`config.mk`:
```
export PLATFORM = sky130hd
export DESIGN_NAME = swlp_store
export DESIGN_NICKNAME = d
export VERILOG_FILES = /design/src/rtl/swlp_pkg.sv /design/src/rtl/swlp_store.sv
export VERILOG_INCLUDE_DIRS = /design/src /design/src/rtl
export SDC_FILE = /design/constraint.sdc
export NUM_CORES = 2
export LEC_CHECK = 0
export BUFFER_PORTS_ARGS = -buffer_cell sky130_fd_sc_hd__buf_2
export CAP_MARGIN = 20
export CORE_UTILIZATION = 40
export DETAILED_ROUTE_END_ITERATION = 8
export PLACE_DENSITY = 0.57
export SYNTH_ARGS = -nofsm -noshare
export SYNTH_HDL_FRONTEND = slang
export SYNTH_MEMORY_MAX_BITS = 65536
export SYNTH_SLANG_ARGS = --single-unit
```
`constraint.sdc`:
```
create_clock -name clk -period 25.3 [get_ports clk]
set_clock_uncertainty 0.1 [all_clocks]
set_input_delay 1.265 -clock clk [delete_from_list [all_inputs] [get_ports clk]]
set_output_delay 1.265 -clock clk [all_outputs]
set_load 0.05 [all_outputs]
```
`src/rtl/skeleton_world_to_local_pose_macros.svh`:
```
// Assertion macros shared by the block's modules.
// Each use expects clk and rst in scope.
`ifndef SKELETON_WORLD_TO_LOCAL_POSE_MACROS_SVH
`define SKELETON_WORLD_TO_LOCAL_POSE_MACROS_SVH

`ifndef SYNTHESIS

`define SWLP_ASSERT(label, prop) \
  label: assert property (@(posedge clk) disable iff (rst) prop) \
    else $error("swlp: property failed");

`define SWLP_NEVER(label, cond) \
  label: assert property (@(posedge clk) disable iff (rst) !(cond)) \
    else $error("swlp: forbidden condition seen");

`else

`define SWLP_ASSERT(label, prop)

`define SWLP_NEVER(label, cond)

`endif

`endif

```
`src/rtl/swlp_pkg.sv`:
```
package swlp_pkg;

  typedef enum logic [1:0] {
    ST_OK             = 2'd0,
    ST_PARENT_UNSEEN  = 2'd1,
    ST_COUNT_MISMATCH = 2'd2,
    ST_NO_ROOT        = 2'd3
  } status_t;

  // how the result of a joint is formed
  typedef enum logic [1:0] {
    MODE_ROOT   = 2'd0,
    MODE_CHILD  = 2'd1,
    MODE_ORPHAN = 2'd2
  } mode_t;

  typedef struct packed {
    mode_t   mode;
    status_t status;
    logic    fend;
  } flags_t;

  localparam logic signed [5:0] PARENT_ROOT       = -6'sd1;
  localparam logic [5:0]        JOINT_COUNT_RESET = 6'd23;
  localparam logic [5:0]        ITEM_COUNT_MAX    = 6'd63;

endpackage

```
`src/rtl/swlp_store.sv`:
```
`include "skeleton_world_to_local_pose_macros.svh"

module swlp_store #(
  parameter int MAX_JOINTS = 32,
  parameter int POS_BITS   = 24,
  parameter int QUAT_BITS  = 16
) (
  input  logic                      clk,
  input  logic                      rst,
  input  logic                      in_valid,
  output logic                      in_stall,
  input  logic [4:0]                joint_index,
  input  logic signed [5:0]         parent_joint,
  input  logic [3*POS_BITS-1:0]     pos_in,
  input  logic [4*QUAT_BITS-1:0]    rot_in,
  input  logic                      frame_end,
  input  logic [5:0]                joint_count,
  input  logic                      s1_take,
  output logic                      s1_valid,
  output logic [4:0]                s1_joint,
  output logic [3*POS_BITS-1:0]     s1_pos,
  output logic [4*QUAT_BITS-1:0]    s1_rot,
  output logic [3*POS_BITS-1:0]     s1_ppos,
  output logic [4*QUAT_BITS-1:0]    s1_prot,
  output swlp_pkg::flags_t          s1_flags
);
  import swlp_pkg::*;

  localparam int AW = $clog2(MAX_JOINTS);
  localparam int PB = 3 * POS_BITS;
  localparam int EW = 3 * POS_BITS + 4 * QUAT_BITS;

  logic [EW-1:0]         mem [MAX_JOINTS];
  logic [EW-1:0]         rd_data;
  logic [MAX_JOINTS-1:0] seen, seen_next;
  logic [5:0]            cnt, cnt_next;
  logic                  root_seen, root_seen_next;

  logic          acc;
  logic          is_root, par_in_range, jnt_in_range, parent_ok;
  logic [AW-1:0] par_addr, jnt_addr;
  logic [5:0]    cnt_item;
  logic          root_item;
  flags_t        flags_in;

  assign in_stall = s1_valid && !s1_take;
  assign acc      = in_valid && !in_stall;

  assign is_root      = (parent_joint == PARENT_ROOT);
  assign par_in_range = !parent_joint[5] && (32'(parent_joint[4:0]) < MAX_JOINTS);
  assign jnt_in_range = 32'(joint_index) < MAX_JOINTS;
  assign par_addr     = AW'(parent_joint[4:0]);
  assign jnt_addr     = AW'(joint_index);
  assign parent_ok    = par_in_range && seen[par_addr];

  // count including this item, saturating
  assign cnt_item  = (cnt == ITEM_COUNT_MAX) ? cnt : cnt + 6'd1;
  assign root_item = root_seen || is_root;

  always_comb begin
    flags_in.fend = frame_end;
    if (is_root) begin
      flags_in.mode = MODE_ROOT;
    end else if (parent_ok) begin
      flags_in.mode = MODE_CHILD;
    end else begin
      flags_in.mode = MODE_ORPHAN;
    end
    if (frame_end && (cnt_item != joint_count)) begin
      flags_in.status = ST_COUNT_MISMATCH;
    end else if (frame_end && !root_item) begin
      flags_in.status = ST_NO_ROOT;
    end else if (flags_in.mode == MODE_ORPHAN) begin
      flags_in.status = ST_PARENT_UNSEEN;
    end else begin
      flags_in.status = ST_OK;
    end
  end

  always_comb begin
    seen_next      = seen;
    cnt_next       = cnt;
    root_seen_next = root_seen;
    if (acc) begin
      if (frame_end) begin
        seen_next      = '0;
        cnt_next       = '0;
        root_seen_next = 1'b0;
      end else begin
        if (jnt_in_range) begin
          seen_next[jnt_addr] = 1'b1;
        end
        cnt_next       = cnt_item;
        root_seen_next = root_item;
      end
    end
  end

  always_ff @(posedge clk) begin
    if (rst) begin
      s1_valid  <= 1'b0;
      seen      <= '0;
      cnt       <= '0;
      root_seen <= 1'b0;
    end else begin
      if (!in_stall) begin
        s1_valid <= in_valid;
      end
      seen      <= seen_next;
      cnt       <= cnt_next;
      root_seen <= root_seen_next;
    end
  end

  // read comes before write, so a joint naming itself sees the older entry
  always_ff @(posedge clk) begin
    if (acc) begin
      rd_data <= mem[par_addr];
      if (jnt_in_range) begin
        mem[jnt_addr] <= {rot_in, pos_in};
      end
    end
  end

  always_ff @(posedge clk) begin
    if (acc) begin
      s1_joint <= joint_index;
      s1_pos   <= pos_in;
      s1_rot   <= rot_in;
      s1_flags <= flags_in;
    end
  end

  assign s1_ppos = rd_data[PB-1:0];
  assign s1_prot = rd_data[EW-1:PB];

  `SWLP_ASSERT(a_frame_clears, acc && frame_end |=> cnt == '0 && !root_seen && seen == '0)
  `SWLP_ASSERT(a_s1_hold, s1_valid && !s1_take |=> s1_valid && $stable(s1_joint) && $stable(s1_flags))
  `SWLP_ASSERT(a_root_ok, s1_valid && s1_flags.mode == MODE_ROOT && !s1_flags.fend |-> s1_flags.status == ST_OK)

endmodule

```
### Yosys cells after proc, flatten, opt, wreduce, memory -nomap -nowiden

Memory sizes are Yosys's and may differ from the RTL's. A register that Yosys moved wholly into a read port is not among the register bits.
Index checks and enable logic that the tools add are counted.

* register bits after elaboration: 186
* input bits: 158
* output and inout port bits: 284
* memories: 1
* logic and storage cells: 47
* memory bits (writable): 4352

* bitwise logic cells: 1
* reductions and logical operators: 12
* equal/unequal tests: 4
* mux-type cells: 14
* magnitude comparators: 3
* add/subtract/negate cells: 1

Memory list
* mem: words 32, bits a word 136, rd ports 1, clocked after Yosys merged registers in 1, wr ports 1, line swlp_store.sv:33 `logic [EW-1:0] mem [MAX_JOINTS];`

Operators with widths (number)
* two-way mux 32 bit: 1
* OR 32 bit: 1
* less-than comparator 5 x 6 -> 1 bit, second input constant: 2
* two-way mux 6 bit: 2
* two-way mux 1 bit: 7
* adder 6 x 1 -> 6 bit, second input constant: 1
* == test 6 x 1 -> 1 bit, second input constant: 1
* == test 6 bit, second input constant: 1
* logical AND 1 bit: 6
* inequality test 6 bit: 1
* binary-select mux 1 bit (select 5 bit): 1
* demux 1 bit (select 5 bit): 1
* >= comparator 5 x 1 -> 1 bit, second input constant: 1
* logical NOT 1 bit: 4
* two-way mux 2 bit: 2
* == test 2 bit, second input constant: 1
* OR reduction 2 bit: 1
* logical OR 1 bit: 1

### Depth between registers and ports, before layout

* depth after elaboration: 8
* depth in mapped cells: 9
* mapped depth without buffers: 7

### Least setup slack after synthesis

OpenSTA, ideal clock, no wires.

* path kind: input -> register
* from: input port s1_take
* to: memory mem[27][0] (netlist bit), enable pin
* data arrival time: 17.275 ns
* required time: 24.565 ns
* setup slack: 7.290 ns
* buffers on the path: 1
* stages on the path: 6
* setup time: 0.635 ns
* cell sequence: nand2b_1 -> nand2_1 -> inv_1 -> clkbuf_1 -> nand3_1 -> nor2_1

* word-level cells in the longest chain between the ends: 6

Ends and longest elaborated chain
* start: declaration: line swlp_store.sv:18 `input logic s1_take,`
* logical NOT 1 bit: line swlp_store.sv:46 `assign in_stall = s1_valid && !s1_take;`
* logical AND 1 bit: line swlp_store.sv:46
* logical NOT 1 bit
* logical AND 1 bit: line swlp_store.sv:47 `assign acc = in_valid && !in_stall;`
* via acc: line swlp_store.sv:39 `logic acc;`
* two-way mux 1 bit: line swlp_store.sv:117 `if (acc) begin`
* two-way mux 1 bit (implied by the code): line swlp_store.sv:120 `mem[jnt_addr] <= {rot_in, pos_in};`
* end: declaration: line swlp_store.sv:33

The timed path passes the listed nets, and every way through them passes these cells.

==> impl_metrics.tcl <==
set metrics [dict create \
    ys_async_sr_fraction 0 \
    crit_start "parent_joint[1]" \
    power_density_nw_per_um2 81.9 \
    antenna_found_initial 24 \
    max_slew.worst_pin.slew_ps 1140 \
    area_growth_syn_to_layout_pct 14.4 \
    crit_path_top_delay_cell "buf_4" \
    cts.repair.resized 0 \
    cts_tree "built" \
    yosysWarningCount 0 \
    drv_cap 0 \
    synth_edf_count 4634 \
    min_period_ps 6860 \
    wirelength_mm 453 \
    synth.top_cell.area_share 0.797 \
    core_area_um2 435000 \
    drtIter0Drc 8213 \
    root_buffer "clkbuf_16" \
    grt_usage 0.204 \
    cts_buffers 474 \
    clock_latency_ps 1010 \
    grt.busiest_layer "met2" \
    dieArea_um2 439000 \
    clk_pin_slew_ps 60 \
    synthTopCellsByCount "edfxtp_1 (4634), mux4_2 (1366), clkbuf_1 (173), mux2_2 (136), buf_2 (67)" \
    dp_hpwl_mm 218 \
    fin_setup_tns_ps 0 \
    cts-htree-levels 5 \
    min-delay-start "seen[14]$_SDFFE_PP0P_" \
    cp_cell_sequence "buf_8, buf_4, buf_4, buf_12, buf_4, buf_4, mux4_2, mux4_2, mux2_2" \
    crit_path_frequent_cell "buf_4" \
    reg2reg_depth 8 \
    yosysTopAreaCell "edfxtp_1" \
    die_h_um 663 \
    use_met1 0.277 \
    portBuffers 441 \
    netlist_instances 6666 \
    grt_use_met3 0.0279 \
    run_status "finished clean" \
    syn_area_um2 175000 \
    cts.sinks 4674 \
    peakVddDrop_mv 0.0658 \
    core.rowCount 242 \
    grt_use_met2 0.353 \
    grt_max_degree 142 \
    synthFlopType "edfxtp_1" \
    syn_nets 6825 \
    worstHoldPathType "flip-flop to flip-flop" \
    cp_max_fo 120 \
    worstReg2RegEnd "mem[31][66]$_DFFE_PP_" \
    reg2reg_slack_ps 19470 \
    dr.pass1.iters 5 \
    p_total_mw 16.4 \
    antenna_left 0 \
    slew_headroom 0.240 \
    hold_buffers 0 \
    worstHoldEndpoint "seen[14]$_SDFFE_PP0P_" \
    drc_errors 0 \
    synth_most_common_cell "edfxtp_1" \
    end_kind "flip-flop" \
    finalMaxSlewViolations 0 \
    cp.required_ps 25940 \
    routedWlPerCell_um 33.4 \
    gp_congestion 0.725 \
    postCtsSetupRepairBufs 0 \
    avgSynthCellArea_um2 26.2 \
    start_util 0.402 \
    grt-ovfl-total 0 \
    die_w_um 663 \
    holdPathStages 1 \
    synthDistinctLibCells 43 \
    grt_first_pass_wirelength_mm 635 \
    synth-seq-cells 4674 \
    worstSetupPathType "input port to flip-flop" \
    grt_pass1_vias 81560 \
    cpPeakStageDelay_ps 960 \
    r2r-start "s1_valid$_SDFFE_PP0N_" \
    drive_gt1_frac 0.361 \
    vias 77740 \
    path_buf_inv 6 \
    p_leak_nw 61.9 \
    ys_seq_area_frac 0.801 \
    nets 7585 \
    cts_buffer_depth 4 \
    synthTopCellsByArea "edfxtp_1 (80%), mux4_2 (18%), mux2_2 (0.88%)" \
    hold_viol 0 \
    grt_setup_unrepaired "false" \
    cp.depth 9 \
    finalSetupViolations 0 \
    arrival_ps 7510 \
    max_freq_ghz 0.146 \
    vias_per_cell 5.73 \
    start_kind "input port" \
    cp_top_family "buffers and inverters" \
    ios 442 \
    min_period_over_period 0.271 \
]
[layout by cell type, fill, tap and decap left out, types with 3 or more instances in the layout]
cell,netlist,final
bufinv_16,0,44
nand2_1,5,5
buf_4,19,146
clkbuf_8,0,7
clkinv_2,0,90
mux2_2,136,136
nor2_1,53,21
clkbuf_16,0,479
mux4_2,1366,1366
buf_2,67,436
mux2i_1,6,6
clkinvlp_4,0,17
xnor2_1,4,4
buf_8,0,4
o21a_1,34,34
nand3b_1,6,6
clkinv_4,0,7
diode_2,0,9
edfxtp_1,4634,4634
nor3_1,6,6
clkbuf_1,173,95
a21oi_1,8,7
clkinv_8,0,7
buf_12,0,24
nand3_1,7,7
inv_6,0,17
dfxtp_1,40,40
clkinv_1,0,101
nor2_4,0,32
inv_16,0,3
inv_8,0,5
[through the flow]
stage                     setup WS (ps)  instances  hold WS [ps]  utilization  instance area (um^2)
after floorplan                    7290       6666           335            -                175000
final                             18440      13565           365        0.460                200000
after detailed placement          17340      12682           352        0.425                184000
after CTS                         18430      13554           343        0.459                200000
after global placement            17370      12682           342        0.425                184000
after global routing              18080      13557           385        0.460                200000
[report_power, final]
group	total, mW	switching (mW)	internal (mW)	leakage [nW]
logic	0.837	0.537	0.300	12.3
registers	8.64	0.0320	8.61	42.2
clock network	6.89	2.95	3.93	7.42
total	16.4	3.52	12.8	61.9
[worst max-delay path by stage]
stage,end,slack [ps]
finish,rd_data[86]$_DFFE_PP_,18440
global placement,rd_data[86]$_DFFE_PP_,17370
floorplan,mem[27][0]$_DFFE_PP_,7290
detailed placement,rd_data[86]$_DFFE_PP_,17340
global route,rd_data[88]$_DFFE_PP_,18080
CTS,rd_data[88]$_DFFE_PP_,18430
[routing by layer]
| layer | wire [um] | part of all wire | vias to the layer above |
|---|---|---|---|
| li1 | - | - | 30867 |
| met1 | 185000 | 0.41 | 43509 |
| met3 | 27100 | 0.060 | 602 |
| met4 | 9210 | 0.020 | 4 |
| met2 | 231000 | 0.51 | 2758 |
| met5 | 27 | 0.000060 | - |
[logic make-up (layout without fill, tap and decap cells)]
group | count (synthesis) | count (layout) | share of synthesized area
buf+inv | 330 | 1486 | 0.00811
xor+xnor | 5 | 5 | 0.000251
compound gates | 57 | 57 | 0.00236
flops | 4674 | 4674 | 0.801
simple gates | 91 | 91 | 0.00244
mux | 1508 | 1508 | 0.185
other cells | 0 | 9 | 0
fa+ha+maj | 1 | 1 | 0.0000716
[flip-flops by register name, indices dropped and copies added (netlist names)]
signal / flops
s1_flags: 5
root_seen: 1
s1_pos: 72
mem: 4352
rd_data: 136
s1_joint: 5
seen: 32
s1_valid: 1
cnt: 6
s1_rot: 64
[layout make-up]
| cell class | instances | area [um^2] |
|---|---|---|
| Tap cell | 5734 | 7170 |
| Multi-Input combinational cell | 1662 | 33500 |
| Clock inverter | 291 | 2740 |
| Sequential cell | 4674 | 140000 |
| Timing Repair Buffer | 612 | 3870 |
| Fill cell | 35216 | 235000 |
| Inverter | 2 | 15.0 |
| Antenna cell | 9 | 22.5 |
| Clock buffer | 581 | 12400 |
[worst reg2reg max path, cell delays in order, from the launching register on]
cell and delay [ps]:
dfxtp_1 310, nand2b_1 100, nand2_1 230, inv_8 550, nand3_1 820, nor2_4 900
buf_4 700, buf_4 740, buf_4 930
Note: power is estimated with default switching activity, not from simulation.
